$ cat src/rtl/b2da_pkg.sv
// Shared types and constants for the binary to decimal ASCII converter.
package b2da_pkg;

  // Width of the value field on the input stream.
  localparam int ValueW = 32;

  // Default width of the converted value.
  localparam int DefValueBits = 32;

  // Width of one ASCII digit character on the output stream.
  localparam int DigitCharW = 6;

  // Output stream data width: the digit character padded to a whole byte.
  localparam int OutDataW = 8;

  // ASCII code of the character '0'.
  localparam logic [DigitCharW-1:0] AsciiZero = DigitCharW'(48);

  // Commands from the controller to the datapath.
  typedef struct packed {
    logic load;         // Capture a new value and clear the digit register.
    logic shift_bin;    // One adjust-and-shift step of the conversion.
    logic shift_digit;  // Move the next digit into the top position.
  } b2da_cmd_t;

  // Status from the datapath to the controller.
  typedef struct packed {
    logic last_shift;   // The current conversion step is the final one.
    logic top_zero;     // The digit in the top position is zero.
    logic last_digit;   // The top position holds the least significant digit.
  } b2da_status_t;

endpackage

$ cat src/rtl/binary_to_decimal_ascii.sv
// Binary to decimal ASCII converter top level: controller plus datapath.
//
// Each request on the input stream carries one unsigned value; the block answers with its
// decimal digits as ASCII characters, most significant first, leading zeros dropped, and
// tlast on the final character (zero gives the single character '0'). One value is handled
// at a time: the input is ready only while the block is idle. After a value is taken the
// shift-and-add-3 loop runs over all VALUE_BITS bits, one bit per cycle, then the leading
// zero digits are skipped, then each digit is presented until it is accepted. Only the
// low VALUE_BITS bits of the value are converted.
module binary_to_decimal_ascii import b2da_pkg::*; #(
  parameter int VALUE_BITS = DefValueBits
) (
  input  logic                clk_i,
  input  logic                rst_ni,
  input  logic                s_axis_tvalid_i,
  output logic                s_axis_tready_o,
  input  logic [ValueW-1:0]   s_axis_tdata_i,   // [31:0] value
  output logic                m_axis_tvalid_o,
  input  logic                m_axis_tready_i,
  output logic [OutDataW-1:0] m_axis_tdata_o,   // [5:0] digit_char, [7:6] zero
  output logic                m_axis_tlast_o    // last_digit
);

  b2da_cmd_t             cmd;
  b2da_status_t          status;
  logic [DigitCharW-1:0] digit_char;

  b2da_ctrl u_ctrl (
    .clk_i       (clk_i),
    .rst_ni      (rst_ni),
    .in_valid_i  (s_axis_tvalid_i),
    .in_ready_o  (s_axis_tready_o),
    .out_valid_o (m_axis_tvalid_o),
    .out_ready_i (m_axis_tready_i),
    .cmd_o       (cmd),
    .status_i    (status)
  );

  b2da_datapath #(
    .VALUE_BITS (VALUE_BITS)
  ) u_datapath (
    .clk_i        (clk_i),
    .rst_ni       (rst_ni),
    .cmd_i        (cmd),
    .status_o     (status),
    .value_i      (s_axis_tdata_i),
    .digit_char_o (digit_char),
    .last_digit_o (m_axis_tlast_o)
  );

  assign m_axis_tdata_o = {{(OutDataW-DigitCharW){1'b0}}, digit_char};

endmodule

$ cat src/rtl/b2da_datapath.sv
// Datapath of the converter: shift-and-add-3 registers, step counters and digit output.
module b2da_datapath import b2da_pkg::*; #(
  parameter int VALUE_BITS = DefValueBits
) (
  input  logic                  clk_i,
  input  logic                  rst_ni,
  input  b2da_cmd_t             cmd_i,
  output b2da_status_t          status_o,
  input  logic [ValueW-1:0]     value_i,
  output logic [DigitCharW-1:0] digit_char_o,
  output logic                  last_digit_o
);

  localparam int NumDigits = ((VALUE_BITS * 1233) >> 12) + 1;
  localparam int BcdW      = NumDigits * 4;
  localparam int BitCntW   = (VALUE_BITS > 1) ? $clog2(VALUE_BITS) : 1;
  localparam int DigCntW   = (NumDigits > 1) ? $clog2(NumDigits) : 1;

  logic [VALUE_BITS-1:0] value_masked;
  logic [VALUE_BITS-1:0] bin_q, bin_d;
  logic [BcdW-1:0]       bcd_q, bcd_d, bcd_adj;
  logic [BitCntW-1:0]    bit_cnt_q, bit_cnt_d;
  logic [DigCntW-1:0]    dig_cnt_q, dig_cnt_d;
  logic [3:0]            top_digit;

  // Keep only the low VALUE_BITS bits of the input value.
  if (VALUE_BITS <= ValueW) begin : g_trunc
    assign value_masked = value_i[VALUE_BITS-1:0];
  end else begin : g_extend
    assign value_masked = {{(VALUE_BITS-ValueW){1'b0}}, value_i};
  end

  // Add 3 to every digit that is 5 or more before the next shift.
  always_comb begin
    for (int i = 0; i < NumDigits; i++) begin
      if (bcd_q[i*4 +: 4] >= 4'd5) begin
        bcd_adj[i*4 +: 4] = bcd_q[i*4 +: 4] + 4'd3;
      end else begin
        bcd_adj[i*4 +: 4] = bcd_q[i*4 +: 4];
      end
    end
  end

  // Next values of the payload registers.
  always_comb begin
    bin_d = bin_q;
    bcd_d = bcd_q;
    if (cmd_i.load) begin
      bin_d = value_masked;
      bcd_d = '0;
    end else if (cmd_i.shift_bin) begin
      bin_d = {bin_q[VALUE_BITS-2:0], 1'b0};
      bcd_d = {bcd_adj[BcdW-2:0], bin_q[VALUE_BITS-1]};
    end else if (cmd_i.shift_digit) begin
      bcd_d = {bcd_q[BcdW-5:0], 4'd0};
    end
  end

  // Next values of the step counters.
  always_comb begin
    bit_cnt_d = bit_cnt_q;
    dig_cnt_d = dig_cnt_q;
    if (cmd_i.load) begin
      bit_cnt_d = '0;
      dig_cnt_d = '0;
    end else begin
      if (cmd_i.shift_bin) begin
        bit_cnt_d = bit_cnt_q + 1'b1;
      end
      if (cmd_i.shift_digit) begin
        dig_cnt_d = dig_cnt_q + 1'b1;
      end
    end
  end

  // Payload registers.
  always_ff @(posedge clk_i) begin
    bin_q <= bin_d;
    bcd_q <= bcd_d;
  end

  // Counters.
  always_ff @(posedge clk_i or negedge rst_ni) begin
    if (!rst_ni) begin
      bit_cnt_q <= '0;
      dig_cnt_q <= '0;
    end else begin
      bit_cnt_q <= bit_cnt_d;
      dig_cnt_q <= dig_cnt_d;
    end
  end

  // Status and the digit in the top position.
  assign top_digit           = bcd_q[BcdW-1 -: 4];
  assign status_o.last_shift = (bit_cnt_q == BitCntW'(VALUE_BITS - 1));
  assign status_o.top_zero   = (top_digit == 4'd0);
  assign status_o.last_digit = (dig_cnt_q == DigCntW'(NumDigits - 1));

  assign digit_char_o = AsciiZero + {{(DigitCharW-4){1'b0}}, top_digit};
  assign last_digit_o = status_o.last_digit;

endmodule

$ cat src/rtl/b2da_ctrl.sv
// Controller state machine of the converter: load, convert, skip leading zeros, emit.
module b2da_ctrl import b2da_pkg::*; (
  input  logic         clk_i,
  input  logic         rst_ni,
  input  logic         in_valid_i,
  output logic         in_ready_o,
  output logic         out_valid_o,
  input  logic         out_ready_i,
  output b2da_cmd_t    cmd_o,
  input  b2da_status_t status_i
);

  typedef enum logic [3:0] {
    StIdle = 4'b0001,
    StConv = 4'b0010,
    StSkip = 4'b0100,
    StEmit = 4'b1000
  } state_e;

  state_e state_q, state_d;

  // Next state and datapath commands.
  always_comb begin
    state_d           = state_q;
    cmd_o             = '0;
    in_ready_o        = 1'b0;
    out_valid_o       = 1'b0;
    unique case (state_q)
      StIdle: begin
        in_ready_o = 1'b1;
        if (in_valid_i) begin
          cmd_o.load = 1'b1;
          state_d    = StConv;
        end
      end
      StConv: begin
        cmd_o.shift_bin = 1'b1;
        if (status_i.last_shift) begin
          state_d = StSkip;
        end
      end
      StSkip: begin
        // Drop leading zeros but always keep the least significant digit.
        if (status_i.top_zero && !status_i.last_digit) begin
          cmd_o.shift_digit = 1'b1;
        end else begin
          state_d = StEmit;
        end
      end
      StEmit: begin
        out_valid_o = 1'b1;
        if (out_ready_i) begin
          if (status_i.last_digit) begin
            state_d = StIdle;
          end else begin
            cmd_o.shift_digit = 1'b1;
          end
        end
      end
      default: begin
        state_d = StIdle;
      end
    endcase
  end

  // State register.
  always_ff @(posedge clk_i or negedge rst_ni) begin
    if (!rst_ni) begin
      state_q <= StIdle;
    end else begin
      state_q <= state_d;
    end
  end

endmodule

$ cat config.mk
export PLATFORM = sky130hd
export DESIGN_NAME = binary_to_decimal_ascii
export DESIGN_NICKNAME = d
export VERILOG_FILES = /design/src/rtl/b2da_pkg.sv /design/src/rtl/binary_to_decimal_ascii.sv /design/src/rtl/b2da_datapath.sv /design/src/rtl/b2da_ctrl.sv
export SDC_FILE = /design/constraint.sdc
export NUM_CORES = 1
export LEC_CHECK = 0
export ABC_AREA = 1
export BUFFER_PORTS_ARGS = -buffer_cell sky130_fd_sc_hd__buf_2
export CORE_UTILIZATION = 40
export DETAILED_ROUTE_END_ITERATION = 12
export PLACE_DENSITY = 0.59
export SYNTH_ARGS = -nofsm -noshare
export SYNTH_HDL_FRONTEND = slang
export SYNTH_SLANG_ARGS = --single-unit
$ cat constraint.sdc
create_clock -name clk_i -period 2.62 [get_ports clk_i]
set_clock_uncertainty 0.1 [all_clocks]
set_input_delay 0.131 -clock clk_i [delete_from_list [all_inputs] [get_ports clk_i]]
set_output_delay 0.131 -clock clk_i [all_outputs]
set_load 0.1 [all_outputs]
==> Word level (Yosys, flattened, before mapping) <==
Index checks and enable logic that the tools add are counted.
{ "word_totals": {"reg_bits": 85, "word_cells": 79, "inputBits": 36} }
{ "op_classes": {"magnitude_cmp": 10, "n_eq_ne": 11, "add_sub_neg": 13, "n_reduce_logical": 7, "muxes": 33} }
{ "op_table": {"columns": ["op", "count"], "rows": [
  ["$mux 40", 2],
  ["$mux 32", 2],
  ["$mux 4", 16],
  ["$ge 4x3->1 const B", 10],
  ["$add 4x2->4 const B", 9],
  ["$pmux 4 s4", 1],
  ["$mux 5", 2],
  ["$ne 2x2->1 const B", 5],
  ["$eq 4x4->1 const B", 2],
  ["$mux 1", 8],
  ["$add 5x5->6 const A", 1],
  ["$reduce_bool 2->1", 3],
  ["$add 5x1->5 const B", 1],
  ["$eq 5x5->1 const B", 1],
  ["$reduce_and 5->1", 1],
  ["$add 4x1->4 const B", 1],
  ["$eq 4x1->1 const B", 1],
  ["$eq 4x2->1 const B", 1],
  ["$eq 4x3->1 const B", 1],
  ["$logic_not 4->1", 1],
  ["$add 3x2->3 const B", 1],
  ["$mux 3", 1],
  ["$pmux 1 s2", 1],
  ["$logic_and 1x1->1", 1],
  ["$logic_not 1->1", 1]
]} }

==> Logic depth before layout (Yosys ltp) <==
{ "depth": {"word_depth": 7, "depth_mapped": 11, "depth_no_buf": 10} }

==> Modules after synthesis <==
From an unflattened synthesis, not the netlist that was laid out.
{ "unflattened": {"hier_cells": 652, "area_unflattened_um2": 4942.2} }
{ "modules_own_cells": {"columns": ["mod", "cells_each", "instances", "area_each_um2", "seq_area_each_um2"], "rows": [
  ["b2da_datapath", 604, 1, 4631.9, 1986.9],
  ["b2da_ctrl", 45, 1, 291.5, 101.3],
  ["binary_to_decimal_ascii", 3, 1, 18.8, 0.0]
]} }

==> Worst setup path after synthesis <==
Ideal clock, no wire load.
{ "synth_timing": {"kind": "flip-flop to flip-flop", "start": "reg u_ctrl.state_q[3]", "end": "reg u_datapath.bin_q[0], enable pin", "n_path_buf": 1, "setup_slack_ns": -0.616, "stages_incl_launch_ff": 7, "setup_ns": 0.389, "synth_period_minus_slack_ns": 3.236, "arrival_ns": 2.746, "path_cell_list": "dfrtp_1 > nor2_4 > nand2_1 > nor2_2 > nand2_2 > clkbuf_1 > nand2_1"} }
{ "synth_between": {"elab_chain_cells": 3} }
{ "synth_lines": {"columns": ["element", "line", "text"], "rows": [
  ["start, declared", "b2da_ctrl.sv:20", "state_e state_q, state_d;"],
  ["start signal, assigned", "b2da_ctrl.sv:69", "state_q <= StIdle;"],
  ["start signal, assigned", "b2da_ctrl.sv:71", "state_q <= state_d;"],
  ["$eq 4x2->1 / $eq 4x1->1 (equally long branches)", "b2da_ctrl.sv:28", "unique case (state_q)"],
  ["$mux 1", "b2da_ctrl.sv:28", null],
  ["$reduce_bool 2->1 (no source line) *", null, null],
  ["end signal, assigned", "b2da_datapath.sv:78", "bin_q <= bin_d;"],
  ["end, declared", "b2da_datapath.sv:20", "logic [VALUE_BITS-1:0] bin_q, bin_d;"]
]} }
Mark *: on every way between the ends. The rest lies on a longest branch, timed or not.
A chain may end at the register's enable or synchronous reset.

==> Worst setup path after layout <==
{ "layout_timing": {"start": "reg u_datapath.dig_cnt_q[1]", "end": "reg u_datapath.dig_cnt_q[0]"} }
{ "layout_between": {"elab_chain_cells": 6} }
{ "layout_lines": {"columns": ["element", "line", "text"], "rows": [
  ["start, declared", "b2da_datapath.sv:23", "logic [DigCntW-1:0] dig_cnt_q, dig_cnt_d;"],
  ["start signal, assigned", "b2da_datapath.sv:89", "dig_cnt_q <= dig_cnt_d;"],
  ["$eq 4x4->1 *", "b2da_datapath.sv:97", "assign status_o.last_digit = (dig_cnt_q == DigCntW'(NumDigits - 1));"],
  ["$logic_not 1->1", "b2da_ctrl.sv:44", "if (status_i.top_zero && !status_i.last_digit) begin"],
  ["$logic_and 1x1->1", "b2da_ctrl.sv:44", null],
  ["$mux 1", "b2da_ctrl.sv:44", null],
  ["$pmux 1 s2 *", "b2da_ctrl.sv:28", null],
  ["$reduce_bool 2->1 (no source line) *", null, null]
]} }
Marked as above.

==> flow_metrics.tcl <==
set metrics [dict create \
    outcome "finished clean" \
    dieArea_um2 13500 \
    critPathCaptureType "register" \
    gp_congestion 0.802 \
    port_buffers 42 \
    ys_types 29 \
    grt_max_degree 39 \
    drc_errors 0 \
    p_sw_frac 0.453 \
    cts.clk_slew.worst_paths_ns 0.06 \
    num_vias 4856 \
    io_pins 47 \
    wl_per_cell_um 12.5 \
    drt_iter0_drc 305 \
    grt_usage 0.198 \
    cap_violations 0 \
    grt_pass1_wl_um 21000 \
    cp.required_ns 2.80 \
    grt_pass1_vias 4674 \
    viasPerCell 5.01 \
    final_cells 970 \
    nets 854 \
    clock-root-buffer "clkbuf_16" \
    clock_latency_ns 0.35 \
    slew_headroom 0.518 \
    period_minus_slack_ns 2.19 \
    fin_util 0.484 \
    finalCritPeriodShare 0.838 \
    drt-total-wl_um 12100 \
    cts_buffers 9 \
    fillers 1260 \
    total_power_uw 7650 \
    rsz0062_at_grt "no" \
    ir_drop_uv 664 \
    drt_pass1_iterations 5 \
    fin_area_um2 6130 \
    p_leak_uw 0.00296 \
    ys_ff_latch 85 \
    die_y_um 116 \
    start_util 0.411 \
    clkPwrFrac 0.180 \
    coreArea_um2 12700 \
    placed_cell_area_um2 5480 \
    worst_pin_slew_ns 0.722 \
    hold_class "primary input to register" \
    r2r_setup_slack_ns 0.43 \
    power.switching_uw 3460 \
    antenna_left 0 \
    cts_max_path_buffers 2 \
    final-setup-viol-count 0 \
    powerDensity_nw_per_um2 1250 \
    antenna_found_initial 0 \
    die_w_um 116 \
    max_freq_mhz 456 \
    cp_max_fo 38 \
    clkSinkCount 85 \
    hold_violations 0 \
    gr-total-overflow 0 \
    yosys_warnings 0 \
    postSynthAreaPerCell_um2 7.09 \
    comb_power_share 0.486 \
    rows 41 \
    post_cts_buffers 0 \
    tritoncts "built" \
    critPathLaunchType "register" \
    area_growth_syn_to_layout_pct 17.8 \
    antenna_cells 0 \
    final_layout_size_suffix_gt1_frac 0.105 \
    path_class "register to register" \
    dp_cells 920 \
    p_int_uw 4180 \
    drv_slew 0 \
    arrival_ns 2.37 \
    hpwl_um 7690 \
    tns_ns 0 \
    synthCells 734 \
    synth_seq_area_share 0.401 \
    htreeDepth 3 \
    seq_power_share 0.334 \
    synth_area_um2 5210 \
]
[power groups by stage]
stage | Clock (uW) | Combinational [uW] | Sequential (uW)
2_1_floorplan | 0 | 3050 | 2460
3_3_place_gp | 0 | 3580 | 2550
3_5_place_dp | 0 | 3670 | 2570
4_1_cts | 1410 | 3730 | 2550
5_1_grt | 1460 | 4260 | 2630
6_report | 1380 | 3720 | 2550
[final cells by class]
type | count | area (um^2) | share of cell area
inverters | 65 | 244 | 0.0398
clock buffers | 10 | 229 | 0.0373
well taps | 172 | 215 | 0.0351
repair buffers | 86 | 638 | 0.104
multi-input cells | 546 | 2630 | 0.429
clock inverters | 6 | 87.6 | 0.0143
flip-flops and latches | 85 | 2090 | 0.340
[state kept, by name, indices dropped and copies added, names as in the netlist]
name	flops
u_datapath.bcd_q	40
u_datapath.bit_cnt_q	5
u_ctrl.state_q	4
u_datapath.dig_cnt_q	4
u_datapath.bin_q	32
[cell families (layout without fill, tap and decap cells)]
logic type,Yosys count,count (layout),synth area share
adders and majority gates,25,25,0.0601
other,2,4,0.00144
buffers and inverters,105,167,0.0966
DFF,85,85,0.401
AOI/OAI and AO/OA,66,66,0.0666
and+or+nand+nor,451,451,0.374
[synthesized netlist by cell type]
| cell type | instances | share of area |
|---|---|---|
| nand2_1 | 259 | 0.19 |
| nor2_1 | 73 | 0.053 |
| inv_1 | 60 | 0.043 |
| nand3_1 | 56 | 0.054 |
| nand4_1 | 48 | 0.058 |
| dfxtp_1 | 40 | 0.15 |
| edfxtp_1 | 32 | 0.18 |
| o21ai_0 | 32 | 0.031 |
| a21oi_1 | 25 | 0.024 |
| ha_1 | 25 | 0.060 |
| buf_4 | 15 | 0.022 |
| buf_2 | 12 | 0.012 |
| dfrtp_1 | 12 | 0.058 |
| clkbuf_1 | 8 | 0.0058 |
| buf_6 | 5 | 0.011 |
| inv_2 | 5 | 0.0036 |
| nor3_1 | 4 | 0.0038 |
| a21boi_0 | 3 | 0.0043 |
| nand2_2 | 3 | 0.0036 |
| nor2_4 | 3 | 0.0065 |
| a21boi_1 | 2 | 0.0029 |
| conb_1 | 2 | 0.0014 |
| nand3_2 | 2 | 0.0038 |
| nor2_2 | 2 | 0.0024 |
| o21ai_1 | 2 | 0.0019 |
| a31oi_1 | 1 | 0.0012 |
| dfstp_2 | 1 | 0.0050 |
| nand3_4 | 1 | 0.0034 |
| o211ai_1 | 1 | 0.0014 |
[per-layer routing]
| metal | global-route usage | wire [um] | vias up | share of wire |
|---|---|---|---|---|
| li1 | - | - | 2507 | - |
| met1 | 0.232 | 5530 | 2238 | 0.46 |
| met2 | 0.362 | 6010 | 100 | 0.50 |
| met3 | 0.0462 | 434 | 11 | 0.036 |
| met4 | 0.0530 | 109 | 0 | 0.0090 |
| met5 | 0 | 0 | - | 0 |
[layout by cell type (no fill, tap or decap), drive strengths merged]
cell type	count
nand3	59
a31oi	1
dlygate4sd3	34
o211ai	1
o21ai	34
bufinv	2
dfxtp	40
clkinvlp	2
nand4	48
edfxtp	32
clkbuf	10
buf	52
conb	4
inv	66
clkinv	1
nor3	4
a21boi	5
a21oi	25
dfstp	1
dfrtp	12
nor2	78
nand2	262
ha	25
[path summary, 6_finish.rpt]
path	startpoint	end	depth (start not counted)
max	u_datapath.dig_cnt_q[1]	u_datapath.dig_cnt_q[0]	9
min	m_axis_tready_i	u_ctrl.state_q[3]	4
max reg2reg	u_datapath.dig_cnt_q[1]	u_datapath.dig_cnt_q[0]	9
min reg2reg	u_datapath.bit_cnt_q[2]	u_datapath.bit_cnt_q[2]	1
max in group asynchronous	rst_ni	u_ctrl.state_q[0]	2
min in group asynchronous	rst_ni	u_datapath.bit_cnt_q[1]	2
[worst max-delay path, cell delays in order (launching register included)]
cell and delay, ns:
dfrtp_1 0.40, inv_1 0.09, ha_1 0.15, nand3_1 0.23, nand3_2 0.19, buf_4 0.39, nand2_2 0.22, inv_2 0.15
o21ai_0 0.09, nor2_1 0.11
[per-stage QoR]
stage	setup WS (ns)	hold WS, ns
floorplan	0.0407	-0.265
global placement	0.483	-0.0656
detailed placement	0.455	-0.0587
CTS	0.421	0.0351
global route	0.234	0.0707
finish	0.425	0.0491
[repair_timing]
action / 4_1_cts / 5_1_grt
hold buffers: 34 / 0
resized for setup: 0 / 0
hold endpoints to repair: 46 / 0
Power figures use the tool's default switching activity.
